$ cat src/rtl/core/gsa_pkg.sv
// ----------------------------------------------------------------------------
// gsa_pkg
// Types and constants of the generational slot allocator.
// ----------------------------------------------------------------------------
package gsa_pkg;

   localparam int SLOT_COUNT_DEF = 1024;
   localparam int GEN_W          = 32;

   typedef enum logic [1:0] {
      MODE_ALLOC   = 2'd0,
      MODE_RELEASE = 2'd1,
      MODE_CHECK   = 2'd2,
      MODE_READ    = 2'd3
   } mode_type;

   typedef enum logic [1:0] {
      STATUS_OK       = 2'd0,
      STATUS_FULL     = 2'd1,
      STATUS_NOT_LIVE = 2'd2,
      STATUS_STALE    = 2'd3
   } status_type;

   typedef enum logic [1:0] {
      STATE_CLEAR,
      STATE_IDLE,
      STATE_FETCH,
      STATE_FINISH
   } state_type;

   typedef struct packed {
      logic start;
      logic clear_last;
      logic finish_early;
   } ctrl_in_type;

   typedef struct packed {
      logic clearing;
      logic idle;
      logic fetch;
      logic finish;
   } ctrl_out_type;

endpackage

$ cat src/rtl/core/gsa_ctrl.sv
// ----------------------------------------------------------------------------
// gsa_ctrl
// Sequencer: clearing pass, idle, fetch and finish phases of a transaction.
// ----------------------------------------------------------------------------
module gsa_ctrl
   import gsa_pkg::*;
(
   input  logic         clock,
   input  logic         reset,
   input  ctrl_in_type  cin,
   output ctrl_out_type cout
);

   state_type state_ff;
   state_type state_in;

   always_ff @(posedge clock) begin
      if (reset) begin
         state_ff <= STATE_CLEAR;
      end else begin
         state_ff <= state_in;
      end
   end

   always_comb begin
      state_in = state_ff;
      unique case (state_ff)
         STATE_CLEAR: begin
            if (cin.clear_last) state_in = STATE_IDLE;
         end
         STATE_IDLE: begin
            if (cin.start) state_in = STATE_FETCH;
         end
         STATE_FETCH: begin
            state_in = cin.finish_early ? STATE_IDLE : STATE_FINISH;
         end
         STATE_FINISH: begin
            state_in = STATE_IDLE;
         end
         default: begin
            state_in = STATE_CLEAR;
         end
      endcase
   end

   always_comb begin
      cout = '0;
      unique case (state_ff)
         STATE_CLEAR:  cout.clearing = 1'b1;
         STATE_IDLE:   cout.idle     = 1'b1;
         STATE_FETCH:  cout.fetch    = 1'b1;
         STATE_FINISH: cout.finish   = 1'b1;
         default:      cout.clearing = 1'b1;
      endcase
   end

endmodule

$ cat config.mk
export PLATFORM = sky130hd
export DESIGN_NAME = gsa_ctrl
export DESIGN_NICKNAME = d
export VERILOG_FILES = /design/src/rtl/core/gsa_pkg.sv /design/src/rtl/core/gsa_ctrl.sv
export SDC_FILE = /design/constraint.sdc
export NUM_CORES = 1
export LEC_CHECK = 0
export ABC_AREA = 1
export ABC_CLOCK_PERIOD_IN_PS = 2800
export BUFFER_PORTS_ARGS = -buffer_cell sky130_fd_sc_hd__buf_2
export CORE_AREA = 3 3 40 42
export CTS_CLUSTER_SIZE = 20
export DETAILED_ROUTE_END_ITERATION = 10
export DIE_AREA = 0 0 43 45
export HOLD_SLACK_MARGIN = 0.02
export MAX_ROUTING_LAYER = met4
export PLACE_DENSITY = 0.38
export RECOVER_POWER = 25
export SETUP_SLACK_MARGIN = 0.2
export SLEW_MARGIN = 20
export SYNTH_ARGS = -nofsm -noshare
export SYNTH_HDL_FRONTEND = slang
export SYNTH_SLANG_ARGS = --single-unit
$ cat constraint.sdc
create_clock -name clock -period 2.8 [get_ports clock]
set_input_delay 0.56 -clock clock [delete_from_list [all_inputs] [get_ports clock]]
set_output_delay 0.56 -clock clock [all_outputs]
set_load 0.05 [all_outputs]
Word level (Yosys, flattened, before mapping)
Index checks and enable logic that the tools add are counted.
{"block": "word_totals", "reg_bits": 2, "latch_bits": 0, "mem_bits_rw": 0, "mem_bits_ro": 0, "input_bits": 5, "output_inout_bits": 4, "elab_cells": 16, "mem_count": 0}
{"block": "op_classes", "add_sub_neg": 0, "multipliers": 0, "n_div": 0, "magnitude_cmp": 0, "n_eq_ne": 5, "n_shift": 0, "n_mux": 8, "n_bitwise": 0, "reduce_logical": 2}
{"operator": "one-hot mux 2 bit (4 select lines)", "count": 1}
{"operator": "two-way mux 2 bit", "count": 3}
{"operator": "== test 2 bit, second input constant", "count": 2}
{"operator": "two-way mux 1 bit", "count": 4}
{"operator": "!= test 2 bit, second input constant", "count": 2}
{"operator": "== test 2 x 1 -> 1 bit, second input constant", "count": 1}
{"operator": "zero test 2 bit", "count": 1}
{"operator": "AND reduction 2 bit", "count": 1}

Logic depth before layout (Yosys ltp)
{"block": "depth", "depth_word": 3, "ltp_mapped": 7, "ltp_nobuf": 7}

Worst setup path after synthesis
Ideal clock, no wire load.
{"block": "synth_timing", "path_type": "register to output", "start": "register state_ff[0]", "end": "output port cout[3] in the netlist's numbering", "t_arrival_ps": 883, "required_time_ps": 2240, "path_slack_ps": 1357, "stages_incl_launch_ff": 3, "path_buffers": 0, "cell_sequence": "dfxtp_1 -> inv_1 -> ha_1"}
{"item": "start, declared", "line": "gsa_ctrl.sv:14", "rtl": "state_type state_ff;"}
{"item": "start signal, assigned", "line": "gsa_ctrl.sv:21", "rtl": "state_ff <= state_in;"}
{"item": "end, declared", "line": "gsa_ctrl.sv:11", "rtl": "output ctrl_out_type cout"}

==> results.cfg <==
[clock_network]
cts_root_buf = clkbuf_4
htree_levels = 1
postCtsSetupBuffers = 0
cts_sinks = 2
cts_tree = built
insertion_delay_ns = 0.22
numCtsBuffers = 3
clockBufferDepth = 2
clk_pin_slew_ns = 0.03
cts_resized = 0
hold_buffers = 0

[finish]
drive_gt1_share_pct = 39.5
largest_reg_flops = 2
antennaDiodeCount = 0
layout.nets = 50
final_util_pct = 21.0
largestRegisters = state_ff (2)
nFillCells = 152
seq_area_um2 = 40.0
largest_register = state_ff
syn2layout_area_growth_pct = 41.2
multi_input_area_um2 = 119
fin_area_um2 = 270

[worst_setup_path]
cp.depth = 3
reg2reg_depth = 6
cp_slowest_cell = dfxtp_1
crit_family = flip-flops
crit_buf_inv = 2
start_kind = flip-flop
critPathMaxFanout = 5
crit_type = reg2out
cp_cell_sequence = inv_1 > ha_1 > buf_2
critPathMaxStageDelay_ns = 0.40
r2r_setup_slack_ns = 1.65
required_ns = 2.24
end_kind = primary output
worstPathArrival_ns = 1.13

[floorplanning]
die_y_um = 45
fp.coreArea_um2 = 1280
io_pins = 9
die-width_um = 43
start_util_pct = 14.9
die-area_um2 = 1940
rows = 13

[logic_synthesis]
syn_inst = 27
ys_ff_latch = 2
synth_top_area_cell = ha_1
yosysUniqueCellTypes = 9
syn-num-nets = 37
yosysSeqAreaShare_pct = 20.9
yosysTopAreaCellShare_pct = 32.7
synthesis.area_um2 = 191
synth_area_per_cell_um2 = 7.09
synthTopCellsByArea = ha_1 (33%), dfxtp_1 (21%), inv_1 (14%)
yosysWarnings = 0

[global_route]
use_met1_pct = 6.00
grt_pass1_wl_um = 772
grt.busiest_layer = met4
use_met2_pct = 8.68
grt_start_max_net_pins = 6
grt_overflow = 0
track_usage_pct = 6.16
grt_pass1_vias = 196
groute.layer.met3.usage_pct = 1.20
antenna_found_initial = 0

[placement]
io_buffers = 8
post-dp-hpwl_um = 329
place_congestion = 0.701
dpl_cell_area_um2 = 250

[timing]
fmax_mhz = 591
setup_viol = 0
maxSlewViolCount = 0
maxSlewHeadroom_pct = 83.4
rsz0062_at_grt = false
finalCritPeriodShare_pct = 60.4
worst_pin_slew_ns = 0.250
clock_skew_ns = 0.000487
fin_crit_ns = 1.69
finalHoldViolations = 0
tns_ns = 0

[power_and_ir_drop]
total_power_uw = 206
vdd_drop_max_v = 0.000218
p_switching_uw = 95.9
p_leak_nw = 0.166
p_int_uw = 110
clockPowerShare_pct = 30.7
seqPwrFrac_pct = 20.2
power.density_nw_per_um2 = 763
p_comb_share_pct = 49.1
swShare_pct = 46.5

[drt]
num_vias = 172
route.detailed.drc = 0
vias_per_cell = 3.25
wire_per_inst_um = 7.60
totalWireLength_um = 403
ant_nets = 0
drt-pass1-iter-count = 2
drt_iter0_drc = 3

[worst_hold_path]
hold_path.class = in2reg
hold_path_depth = 2

[run]
cap_violations = 0

[status]
status = completed
cell usage after synthesis, drive strengths merged:
master  count
a21oi       2
dfxtp       2
ha          5
inv         8
nand2       9
nor2        1
kinds of logic (layout without fill, tap and decap cells):
kind of cell,count (synthesis),in the layout,share of synthesized area (%)
and+or+nand+nor,10,10,23.5
AOI/OAI and AO/OA,2,2,7.19
buffers and inverters,8,19,15.7
adders and majority gates,5,5,32.7
DFF,2,2,20.9
layer usage:
layer,part of all wire (%),vias to the layer above
li1,-,99
met1,39,69
met4,0,0
met3,5.5,0
met2,55,4
met5,0,-
through the flow:
step                hold slack [ns]  setup WS, ns  std cells
floorplan                     0.491          1.36         27
global placement              0.528          1.35         50
detailed placement            0.526          1.34         50
CTS                           0.508          1.09         53
global route                  0.523          1.01         53
finish                        0.518          1.11         53
path summary, 6_finish.rpt:
check,from,end
worst max register to register,state_ff[0],state_ff[1]
worst min-delay path,reset,state_ff[0]
worst min register to register,state_ff[0],state_ff[0]
worst max-delay path,state_ff[0],cout[1]
power groups by stage:
stage	combinational, mW	sequential (mW)	clock (mW)
finish	0.101	0.0417	0.0632
detailed placement	0.105	0.0420	0
CTS	0.106	0.0415	0.0692
global placement	0.105	0.0420	0
global route	0.114	0.0430	0.0686
floorplan	0.0884	0.0402	0
placed cells by master (no fill, tap or decap), drive strengths merged:
cell type	n
a21oi	2
buf	8
clkbuf	3
dfxtp	2
ha	5
inv	8
nand2	9
nor2	1
area by class of cell:
cell class / count / area share (%)
multi-input combinational: 17 / 44.0
sequential: 2 / 14.8
timing repair buffer: 8 / 14.8
inverter: 8 / 11.1
clock buffer: 3 / 8.33
tap: 15 / 6.94
(Power assumes the default switching activity.)
