**config.mk**
```make
export PLATFORM = sky130hd
export DESIGN_NAME = gsa_ram
export DESIGN_NICKNAME = d
export VERILOG_FILES = /design/src/rtl/core/gsa_ram.sv
export SDC_FILE = /design/constraint.sdc
export NUM_CORES = 1
export LEC_CHECK = 0
export BUFFER_PORTS_ARGS = -buffer_cell sky130_fd_sc_hd__buf_2
export CORE_UTILIZATION = 45
export CTS_BUF_LIST = sky130_fd_sc_hd__clkbuf_16
export CTS_CLUSTER_DIAMETER = 100
export DETAILED_ROUTE_END_ITERATION = 10
export PLACE_DENSITY = 0.69
export SYNTH_ARGS = -nofsm -noshare
export SYNTH_HDL_FRONTEND = slang
export SYNTH_SLANG_ARGS = --single-unit
```
**constraint.sdc**
```tcl
create_clock -name clock -period 2.4 [get_ports clock]
set_clock_uncertainty 0.1 [all_clocks]
set_input_delay 0.12 -clock clock [delete_from_list [all_inputs] [get_ports clock]]
set_output_delay 0.12 -clock clock [all_outputs]
set_load 0.03 [all_outputs]
```
**src/rtl/core/gsa_ram.sv**
```systemverilog
// ----------------------------------------------------------------------------
// gsa_ram
// Generic single-write, single-read memory with registered read data.
// ----------------------------------------------------------------------------
module gsa_ram #(
   parameter  int WIDTH  = 8,
   parameter  int DEPTH  = 16,
   localparam int ADDR_W = (DEPTH > 1) ? $clog2(DEPTH) : 1
) (
   input  logic              clock,
   input  logic              wr_en,
   input  logic [ADDR_W-1:0] wr_addr,
   input  logic [WIDTH-1:0]  wr_data,
   input  logic [ADDR_W-1:0] rd_addr,
   output logic [WIDTH-1:0]  rd_data
);

   logic [WIDTH-1:0] mem [DEPTH];
   logic [WIDTH-1:0] rd_data_ff;

   always_ff @(posedge clock) begin
      if (wr_en) begin
         mem[wr_addr] <= wr_data;
      end
      rd_data_ff <= mem[rd_addr];
   end

   assign rd_data = rd_data_ff;

endmodule

```
Yosys cells after proc, flatten, opt, wreduce, memory -nomap -nowiden
Memories as Yosys holds them, arrays and structs flattened. A register that Yosys moved wholly into a read port is not among the register bits.
Index checks and enable logic that the tools add are counted.
{"block": "word_totals", "ff_bits": 0, "ram_bits": 128, "in_bits": 18, "out_inout_bits": 8, "n_memories": 1}
{"block": "op_classes", "muxes": 2}
{"name": "mem", "words": 16, "width": 8, "rd": 1, "rd_ports_with_merged_regs": 1, "write_ports": 1, "line": "18", "text": "logic [WIDTH-1:0] mem [DEPTH];"}
{"cell": "two-way mux 1 bit", "n": 2}

Longest topological paths before layout
Gate-level depths: netlist (run 1).
{"block": "logic_depth", "word_depth": 2, "depth_mapped": 5, "mapped_depth_nobuf": 3}

Worst setup path after synthesis (run 1)
No wires, ideal clock.
{"block": "synth_timing", "path_kind": "in2reg", "start": "input port wr_addr[2]", "end": "memory mem[0][0], enable pin", "t_arrival_ps": 1230, "required_time_ps": 1917, "slack_ps": 687, "cell_stages": 2, "path_buffers": 0, "path_cell_list": "or3b_2 > nor3_1"}
{"element": "start: declaration", "line": "12", "text": "input logic [ADDR_W-1:0] wr_addr,"}
{"element": "end: declaration", "line": "18"}
Straight into the memory's write port.

==> results of run 1 <==
[layout by cell type (no fill, tap or decap), types with 3 or more instances in the layout]
cell type	n
nor2_1	13
dlygate4sd3_1	3
nor3_1	4
nand2_1	9
buf_2	25
edfxtp_1	128
clkbuf_16	17
dfxtp_1	8
a22oi_1	16
inv_6	3
clkinvlp_4	6
mux4_1	14
buf_4	19
mux4_2	18
[what timing repair did]
item                                   4_1_cts  5_1_grt
hold buffers                                 3        0
endpoints found under the hold margin       36        0
buffers inserted                             0        0
setup endpoints to repair                    0        0
[routing by layer]
metal  up-vias  wire, um  share of wire [%]  track usage, %
met1      1245      4152                 43           23.87
li1       1085         -                  -               -
met3        17       438                4.6           3.586
met2        67      4735                 50           28.80
met5         -         0                  0               0
met4         0       223                2.3           9.170
[through the flow]
step                hold WS [ns]  area [um2]  cells
finish                  0.006854        6133    439
global route             0.01014        6133    439
CTS                     0.003783        6133    439
detailed placement        0.4106        5524    404
global placement          0.4041        5524    404
floorplan                 0.1189        5147    229
[area by class of cell]
class	instances	area, um2
clock buffers	17	425.4
clock inverters	15	153.9
fillers	806	4850
multi-input cells	83	1057
flip-flops and latches	136	4004
well taps	140	175.2
repair buffers	48	317.8
[where the power goes]
part           leakage [uW]  internal [uW]  switching, uW
clock network      0.000269           1530            962
registers           0.00122           2660           16.0
logic              0.000593            109            163
total               0.00209           4290           1140
[worst max path at each step]
stage          startpoint    endpoint  slack (ns)  depth (start not counted)
6_report        mem[9][1]  rd_data[1]        0.92                          3
5_1_grt        rd_addr[0]  rd_data[5]        0.78                          5
4_1_cts        rd_addr[0]  rd_data[5]        0.89                          5
3_5_place_dp   rd_addr[0]  rd_data[5]        0.47                          5
3_3_place_gp   rd_addr[0]  rd_data[0]        0.53                          5
2_1_floorplan  wr_addr[2]   mem[0][0]        0.69                          2
[critical path, delay by kind of cell (launching register included)]
family           cells  cell delay [ns]
AO/OA/AOI/OAI        1             0.29
flip-flops           1             0.36
multiplexers         1             0.51
AND/OR/NAND/NOR      1             0.08
[registers in the layout, summed over array words and instances (netlist names)]
signal,count
mem,128
rd_data,8
[logic make-up (layout without fill, tap and decap cells)]
logic type	Yosys count	count (layout)	share of synthesized area, %
compound gates	16	16	2.334
buf+inv	10	80	1.677
flops	136	136	77.78
mux	32	32	15.02
simple gates	35	35	3.184
==> insert_results.sql, run 1 <==
INSERT INTO impl_metrics (metric_group, metric, value, unit) VALUES
('critical_path', 'cpMaxStageDelayCell', 'mux4_1', ''),
('critical_path', 'worstReg2RegStart', 'mem[9][1]', ''),
('timing', 'worst-slew-pin-transition', '0.7589', 'ns'),
('timing', 'clock.fmax', '677.6', 'MHz'),
('timing', 'finalSetupViolCount', '0', ''),
('die', 'io_pins', '26', ''),
('die', 'num_rows', '38', ''),
('timing', 'timing.final.crit_share', '61.49', '%'),
('layout', 'total_number_of_nets_in_the_final_design', '304', ''),
('layout', 'n_antenna_cell', '0', ''),
('clock_tree', 'cts_root_buf', 'clkbuf_16', ''),
('global_routing', 'first_pass_grt_wire_length', '14.38', 'mm'),
('critical_path', 'critical-path-max-stage-delay', '0.51', 'ns'),
('synthesis', 'ys_warn_count', '0', ''),
('timing', 'layout_setup_ws', '0.9241', 'ns'),
('clock_tree', 'clock-sinks', '136', ''),
('synthesis', 'synth.top_cells.by_count', '128 x edfxtp_1, 18 x mux4_2, 16 x a22oi_1, 14 x mux4_1, 13 x nor2_1', ''),
('routing', 'route.antenna.remaining_nets', '0', ''),
('global_routing', 'initial_antenna_violation_count', '0', ''),
('layout', 'layout-drive-gt1-share', '31.77', '%'),
('synthesis', 'syn_avg_cell_area', '22.48', 'um2'),
('clock_tree', 'ctsHtreeMaxLevel', '4', ''),
('synthesis', 'yosys.area.top_type', 'edfxtp_1', ''),
('routing', 'initialDrtViolationCount', '137', ''),
('worst_hold_path', 'hold_path_startpoint', 'wr_data[6]', ''),
('synthesis', 'count_of_flip_flops_with_a_built_in_enable_after_synthesis', '128', ''),
('global_routing', 'first_global_vias', '2470', ''),
('layout', 'post-route-util', '55.84', '%'),
('worst_hold_path', 'worst_hold_path.endpoint', 'mem[3][6]', ''),
('clock_tree', 'cts_max_path_buffers', '2', ''),
('critical_path', 'critPathArrivalTime', '1.66', 'ns'),
('synthesis', 'synth_async_sr_flop_share', '0', '%'),
('synthesis', 'synthTopCellsByArea', 'edfxtp_1 75%, mux4_2 7.9%, mux4_1 7.1%, dfxtp_1 3.1%, a22oi_1 2.3%', ''),
('clock_tree', 'number_of_buffers_created_by_cts', '17', ''),
('global_routing', 'grt.total_usage', '18.11', '%'),
('critical_path', 'timing.critical_path.cells', 'mux4_1 -> a22oi_1 -> nand2_1', ''),
('run_status', 'status', 'finished, final reports clean', ''),
('synthesis', 'synthDistinctLibCells', '19', ''),
('routing', 'wl_per_cell', '21.75', 'um'),
('place', 'dpl.hpwl', '6.091', 'mm'),
('routing', 'detail_route.vias_per_cell', '5.499', ''),
('timing', 'slew_viol_final', '0', ''),
('timing', 'setup-tns-final', '0', 'ns'),
('die', 'chipHeight', '109.0', 'um'),
('critical_path', 'r2r.worst_path.cells', '3', ''),
('worst_hold_path', 'timing.hold.worst_path_depth', '1', ''),
('place', 'globalplace.congestion', '0.7589', ''),
('global_routing', 'overflow', '0', ''),
('die', 'starting_utilization_of_the_core_area', '46.87', '%'),
('power_and_ir_drop', 'total_power', '5436', 'uW'),
('critical_path', 'rr_endpoint', 'rd_data[1]', ''),
('clock_tree', 'cts.reportedPaths.clkPinSlew', '0.06', 'ns'),
('die', 'design.core.area', '10980', 'um2'),
('routing', 'num_vias', '2414', ''),
('routing', 'drcViolationCount', '0', ''),
('timing', 'final_period_minus_worst_setup_slack', '1.476', 'ns'),
('synthesis', 'mappedNetlistNets', '247', ''),
('synthesis', 'yosys_register_bits', '136', ''),
('global_routing', 'grt_max_degree', '18', ''),
('critical_path', 'ff2ff_setup_slack', '0.92', 'ns'),
('routing', 'drt_pre_antenna_iters', '4', ''),
('power_and_ir_drop', 'power_leakage', '0.002086', 'uW'),
('timing', 'unrepaired_setup_endpoints_after_global_routing', 'no', ''),
('critical_path', 'timing.setup.critical_path_class', 'flop to flop', ''),
('place', 'dpl_worst_slack', '0.4673', 'ns'),
('job', 'maxCapViolations', '0', ''),
('layout', 'area_growth', '19.15', '%'),
('critical_path', 'cp-end-kind', 'flop', ''),
('synthesis', 'syn_inst', '229', ''),
('critical_path', 'cp_required', '2.58', 'ns'),
('synthesis', 'mappedNetlistArea', '5147', 'um2');
No activity file was read; power rests on OpenSTA's default activity.
==> inputs of run 2 (changes only) <==
--- a/config.mk
+++ b/config.mk
@@ -10,7 +10,7 @@
 export CTS_BUF_LIST = sky130_fd_sc_hd__clkbuf_16
 export CTS_CLUSTER_DIAMETER = 100
 export DETAILED_ROUTE_END_ITERATION = 10
-export PLACE_DENSITY = 0.69
+export PLACE_DENSITY = 0.71
 export SYNTH_ARGS = -nofsm -noshare
 export SYNTH_HDL_FRONTEND = slang
 export SYNTH_SLANG_ARGS = --single-unit
==> constraint.sdc (replaced) <==
create_clock -name clock -period 1.21 [get_ports clock]
set_clock_uncertainty 0.1 [all_clocks]
set_input_delay 0.0605 -clock clock [delete_from_list [all_inputs] [get_ports clock]]
set_output_delay 0.0605 -clock clock [all_outputs]
set_load 0.03 [all_outputs]
==> insert_results.sql, run 2 (same netlist as run 1, synthesis figures left out) <==
INSERT INTO impl_metrics (metric_group, metric, value, unit) VALUES
('die', 'fp.dieW', '109.0', 'um'),
('critical_path', 'cp_required', '1.41', 'ns'),
('clock_tree', 'clock-sinks', '136', ''),
('clock_tree', 'clock_latency', '0.41', 'ns'),
('die', 'num_rows', '38', ''),
('power_and_ir_drop', 'power_leakage', '0.002192', 'uW'),
('layout', 'n_antenna_cell', '0', ''),
('timing', 'timing.slew.headroom', '31.69', '%'),
('layout', 'area_used_by_multi_input_combinational_logic', '1086', 'um2'),
('timing', 'timing_hold_violations_final', '0', ''),
('worst_hold_path', 'min_path_type', 'input pin to flop', ''),
('global_routing', 'grt.total_usage', '19.63', '%'),
('layout', 'largest_register', 'mem', ''),
('routing', 'route.antenna.remaining_nets', '0', ''),
('critical_path', 'timing.setup.critical_path_class', 'flop to flop', ''),
('global_routing', 'first_pass_grt_wire_length', '15.61', 'mm'),
('routing', 'initialDrtViolationCount', '219', ''),
('global_routing', 'initial_antenna_violation_count', '0', ''),
('critical_path', 'critPathArrivalTime', '1.57', 'ns'),
('timing', 'clock.fmax', '729.6', 'MHz'),
('clock_tree', 'tritoncts', 'built', ''),
('power_and_ir_drop', 'worst_ir_drop_vdd', '1.001', 'mV'),
('timing', 'finalSetupViolCount', '8', ''),
('layout', 'layout-drive-gt1-share', '43.57', '%'),
('die', 'design.core.area', '10980', 'um2'),
('global_routing', 'first_global_vias', '2717', ''),
('die', 'chipHeight', '109.0', 'um'),
('routing', 'num_vias', '2559', ''),
('place', 'dpl.hpwl', '6.722', 'mm'),
('global_routing', 'overflow', '0', ''),
('layout', 'seq_area', '4004', 'um2'),
('die', 'die_outline_area', '11870', 'um2'),
('layout', 'area_growth', '25.52', '%'),
('critical_path', 'cpMaxStageDelayCell', 'mux4_2', ''),
('layout', 'layout_common_cells', '128 x edfxtp_1, 32 x mux4_2, 27 x buf_4, 25 x buf_2, 17 x clkbuf_16', ''),
('timing', 'final_period_minus_worst_setup_slack', '1.371', 'ns'),
('layout', 'post-route-util', '58.83', '%'),
('timing', 'slew_viol_final', '0', ''),
('critical_path', 'cp-end-kind', 'flop', ''),
('critical_path', 'cp-start-kind', 'flop', ''),
('power_and_ir_drop', 'power_density', '1750', 'nW/um2'),
('place', 'globalplace.congestion', '0.7403', ''),
('routing', 'routed_wirelength', '10.17', 'mm'),
('routing', 'drt_pre_antenna_iters', '4', ''),
('routing', 'drcViolationCount', '0', ''),
('die', 'starting_utilization_of_the_core_area', '46.87', '%'),
('timing', 'worst-slew-pin-transition', '1.021', 'ns'),
('clock_tree', 'cts.reportedPaths.clkPinSlew', '0.06', 'ns'),
('power_and_ir_drop', 'total_power', '11300', 'uW'),
('critical_path', 'critical-path-max-stage-delay', '0.51', 'ns'),
('routing', 'wl_per_cell', '22.16', 'um'),
('layout', 'num-fill-cells', '776', ''),
('critical_path', 'timing.critical_path.cells', 'mux4_2 -> a22oi_2 -> nand2_1', ''),
('timing', 'timing.final.crit_share', '113.3', '%'),
('clock_tree', 'ctsHtreeMaxLevel', '4', ''),
('clock_tree', 'number_of_buffers_created_by_cts', '17', ''),
('run_status', 'status', 'finished with violations', ''),
('routing', 'detail_route.vias_per_cell', '5.575', ''),
('clock_tree', 'cts_max_path_buffers', '2', ''),
('timing', 'setup-tns-final', '-0.9650', 'ns'),
('timing', 'layout_setup_ws', '-0.1605', 'ns'),
('die', 'io_pins', '26', ''),
('timing', 'unrepaired_setup_endpoints_after_global_routing', 'yes', ''),
('layout', 'total_number_of_nets_in_the_final_design', '324', ''),
('clock_tree', 'cts_root_buf', 'clkbuf_16', ''),
('place', 'port_buffers', '25', ''),
('job', 'maxCapViolations', '0', ''),
('run_status', 'failed_checks', 'setup timing', ''),
('critical_path', 'worstPathMaxFanout', '1', ''),
('layout', 'layout_commonest_cell', 'edfxtp_1', ''),
('layout', 'largest_register_ff_count', '128', ''),
('global_routing', 'grt_max_degree', '17', ''),
('clock_tree', 'cts_post_setup_buffers_inserted', '0', '');
-- run 2: cell count changes in the layout (fill, tap and decap cells not counted), moves of 5 or more --
cell           previous run  this run
mux4_1                   14         0
dlygate4sd3_1             3         8
buf_12                    1         8
a22oi_1                  16         7
buf_4                    19        27
mux4_2                   18        32
a22oi_2                   0         9
-- run 2: worst max-delay path, delay by kind of cell, from the launching register on --
family / cells / cell delay [ns]
muxes: 1 / 0.51
DFF: 1 / 0.35
and+or+nand+nor: 1 / 0.08
AOI/OAI and AO/OA: 1 / 0.23
-- run 2: layout make-up --
| class | count | share of cell area [%] |
|---|---|---|
| sequential | 136 | 61.97 |
| tap | 140 | 2.711 |
| clock inverter | 15 | 3.137 |
| multi-input combinational | 83 | 16.81 |
| clock buffer | 17 | 6.584 |
| timing repair buffer | 68 | 8.792 |
-- run 2: timing repair --
action	4_1_cts	5_1_grt
pin swaps	2	2
hold endpoints to repair	128	0
setup endpoints to repair	8	8
hold buffers	8	0
gates resized for setup	10	1
-- run 2: report_power, final --
| part | leakage [uW] | total, uW | switching, uW | internal (uW) |
|---|---|---|---|---|
| Combinational | 0.000670 | 641 | 359 | 282 |
| Sequential | 0.00122 | 5300 | 33.8 | 5270 |
| Clock | 0.000298 | 5360 | 1910 | 3450 |
-- run 2: metrics by stage --
step                      hold WS (ns)  area (um2)  cells  setup WS, ns
after floorplan                0.05937        5172    229      -0.05351
after global placement          0.3455        5715    419       -0.3510
after detailed placement        0.3550        5715    419       -0.3501
after CTS                      0.09169        6456    459       -0.1475
after global routing           0.09787        6461    459       -0.1971
final                           0.1092        6461    459       -0.1605
-- run 2: layer usage --
layer | wire length (um) | GRT usage (%)
met1 | 4476 | 26.56
met2 | 4956 | 30.05
met3 | 617 | 6.635
met4 | 121 | 6.371
met5 | 0 | 0
-- run 2: path summary, 6_finish.rpt --
path	slack, ns	endpoint	start	cells after the start
min	0.11	mem[4][7]	wr_addr[0]	3
max	-0.16	rd_data[6]	mem[7][6]	3
min reg2reg	0.57	rd_data[3]	mem[15][3]	3
max reg2reg	-0.16	rd_data[6]	mem[7][6]	3
==> inputs of run 3 (changes only) <==
--- a/config.mk
+++ b/config.mk
@@ -10,7 +10,9 @@
 export CTS_BUF_LIST = sky130_fd_sc_hd__clkbuf_16
 export CTS_CLUSTER_DIAMETER = 100
 export DETAILED_ROUTE_END_ITERATION = 10
+export MAX_ROUTING_LAYER = met4
 export PLACE_DENSITY = 0.71
+export SKIP_LAST_GASP = 1
 export SYNTH_ARGS = -nofsm -noshare
 export SYNTH_HDL_FRONTEND = slang
 export SYNTH_SLANG_ARGS = --single-unit
==> insert_results.sql, run 3 (same netlist as run 1, synthesis figures left out) <==
INSERT INTO impl_metrics (metric_group, metric, value, unit) VALUES
('die', 'num_rows', '38', ''),
('critical_path', 'cp.buffers_inverters', '0', ''),
('routing', 'initialDrtViolationCount', '277', ''),
('power_and_ir_drop', 'power_leakage', '0.002192', 'uW'),
('timing', 'final_period_minus_worst_setup_slack', '1.372', 'ns'),
('timing', 'setup-tns-final', '-1.003', 'ns'),
('clock_tree', 'number_of_buffers_created_by_cts', '17', ''),
('clock_tree', 'cts_post_setup_buffers_inserted', '0', ''),
('critical_path', 'timing.critical_path.cells', 'mux4_2 -> a22oi_2 -> nand2_1', ''),
('clock_tree', 'cts_max_path_buffers', '2', ''),
('place', 'dpl.hpwl', '6.722', 'mm'),
('layout', 'total_number_of_nets_in_the_final_design', '324', ''),
('die', 'design.core.area', '10980', 'um2'),
('layout', 'n_antenna_cell', '0', ''),
('worst_hold_path', 'hold_path_startpoint', 'wr_addr[0]', ''),
('critical_path', 'critPathArrivalTime', '1.56', 'ns'),
('clock_tree', 'cts_root_buf', 'clkbuf_16', ''),
('clock_tree', 'ctsHtreeMaxLevel', '4', ''),
('global_routing', 'grt.total_usage', '20.23', '%'),
('layout', 'largest_register_ff_count', '128', ''),
('die', 'fp.dieW', '109.0', 'um'),
('die', 'die_outline_area', '11870', 'um2'),
('place', 'port_buffers', '25', ''),
('critical_path', 'worstReg2RegStart', 'mem[0][7]', ''),
('run_status', 'failed_checks', 'setup timing', ''),
('layout', 'area_growth', '25.52', '%'),
('die', 'io_pins', '26', ''),
('critical_path', 'timing.critical_path.max_delay_family', 'multiplexers', ''),
('routing', 'num_vias', '2525', ''),
('timing', 'timing.slew.headroom', '32.05', '%'),
('critical_path', 'r2r.worst_path.cells', '3', ''),
('job', 'maxCapViolations', '0', ''),
('routing', 'drcViolationCount', '0', ''),
('clock_tree', 'clock-sinks', '136', ''),
('critical_path', 'ff2ff_setup_slack', '-0.16', 'ns'),
('timing', 'finalSetupViolCount', '8', ''),
('critical_path', 'worstPathMaxFanout', '1', ''),
('global_routing', 'first_global_vias', '2705', ''),
('layout', 'layout_common_cells', '128 x edfxtp_1, 32 x mux4_2, 27 x buf_4, 25 x buf_2, 17 x clkbuf_16', ''),
('place', 'place.detailed.instances', '419', ''),
('layout', 'num-fill-cells', '776', ''),
('layout', 'layout_commonest_cell', 'edfxtp_1', ''),
('die', 'chipHeight', '109.0', 'um'),
('critical_path', 'cp_required', '1.40', 'ns'),
('global_routing', 'first_pass_grt_wire_length', '15.63', 'mm'),
('layout', 'layout-drive-gt1-share', '43.57', '%'),
('critical_path', 'cp-end-kind', 'flop', ''),
('clock_tree', 'tritoncts', 'built', ''),
('worst_hold_path', 'timing.hold.worst_path_depth', '3', ''),
('timing', 'timing_hold_violations_final', '0', ''),
('timing', 'timing.final.crit_share', '113.4', '%'),
('timing', 'slew_viol_final', '0', ''),
('layout', 'largest_register', 'mem', ''),
('place', 'post_dp_cell_area', '5715', 'um2'),
('power_and_ir_drop', 'worst_ir_drop_vdd', '0.9986', 'mV'),
('routing', 'detail_route.vias_per_cell', '5.501', ''),
('die', 'starting_utilization_of_the_core_area', '46.87', '%'),
('clock_tree', 'clock_latency', '0.42', 'ns'),
('routing', 'drt_pre_antenna_iters', '4', ''),
('layout', 'postLayoutCellArea', '6461', 'um2'),
('worst_hold_path', 'worst_hold_path.endpoint', 'mem[4][7]', ''),
('layout', 'fin_cells', '459', ''),
('critical_path', 'cp-start-kind', 'flop', ''),
('timing', 'worst-slew-pin-transition', '1.016', 'ns'),
('clock_tree', 'cts.reportedPaths.clkPinSlew', '0.06', 'ns'),
('timing', 'fin_hold_ws', '0.09602', 'ns'),
('global_routing', 'grt_max_degree', '17', ''),
('routing', 'route.antenna.remaining_nets', '0', ''),
('critical_path', 'cpMaxStageDelayCell', 'mux4_2', ''),
('timing', 'clock.fmax', '728.9', 'MHz'),
('run_status', 'status', 'finished with violations', ''),
('timing', 'unrepaired_setup_endpoints_after_global_routing', 'yes', ''),
('critical_path', 'timing.setup.critical_path_class', 'flop to flop', ''),
('worst_hold_path', 'min_path_type', 'input pin to flop', ''),
('routing', 'wl_per_cell', '21.94', 'um'),
('timing', 'layout_setup_ws', '-0.1619', 'ns'),
('critical_path', 'critical-path-max-stage-delay', '0.49', 'ns'),
('global_routing', 'initial_antenna_violation_count', '0', ''),
('critical_path', 'rr_endpoint', 'rd_data[7]', ''),
('place', 'globalplace.congestion', '0.7495', ''),
('power_and_ir_drop', 'power_density', '1750', 'nW/um2'),
('global_routing', 'overflow', '0', ''),
('place', 'dpl_worst_slack', '-0.3501', 'ns'),
('routing', 'routed_wirelength', '10.07', 'mm');
-- run 3: repair_timing --
item,4_1_cts,5_1_grt
hold buffers,8,0
setup endpoints to repair,8,8
endpoints found under the hold margin,128,0
gates resized for setup,10,1
pin swaps,2,2
-- run 3: layout make-up --
| cell class | count | area, um2 | share of cell area, % |
|---|---|---|---|
| well taps | 140 | 175.2 | 2.711 |
| repair buffers | 68 | 568.0 | 8.792 |
| clock buffers | 17 | 425.4 | 6.584 |
| multi-input cells | 83 | 1086 | 16.81 |
| flip-flops and latches | 136 | 4004 | 61.97 |
| clock inverters | 15 | 202.7 | 3.137 |
-- run 3: worst max-delay path by stage --
| stage | start | to | slack (ns) | cells after the start |
|---|---|---|---|---|
| after global routing | mem[3][7] | rd_data[7] | -0.20 | 3 |
| after global placement | rd_addr[0] | rd_data[6] | -0.35 | 5 |
| after floorplan | wr_addr[2] | mem[0][0] | -0.05 | 2 |
| after CTS | mem[2][6] | rd_data[6] | -0.15 | 3 |
| after detailed placement | rd_addr[0] | rd_data[6] | -0.35 | 5 |
| final | mem[0][7] | rd_data[7] | -0.16 | 3 |
-- run 3: power by group --
part           total (uW)  internal, uW  switching [uW]
clock network        5370          3450            1920
logic                 640           282             358
registers            5300          5270            33.1
-- run 3: metrics by stage --
| step | power [uW] | utilization [%] |
|---|---|---|
| after global placement | 5988 | 52.04 |
| after floorplan | 5746 | - |
| after CTS | 11360 | 58.78 |
| after global routing | 11600 | 58.83 |
| final | 11310 | 58.83 |
| after detailed placement | 6002 | 52.04 |
-- run 3: worst reg2reg max path: stages (launching register included) --
cell	delay, ns
edfxtp_1	0.38
mux4_2	0.49
a22oi_2	0.21
nand2_1	0.08
-- run 3: layer usage --
metal	share of wire [%]	vias up	track usage, %
li1	-	1116	-
met1	42	1309	26.56
met2	49	89	30.05
met3	6.9	11	6.276
met4	1.5	0	6.950
met5	0	-	-
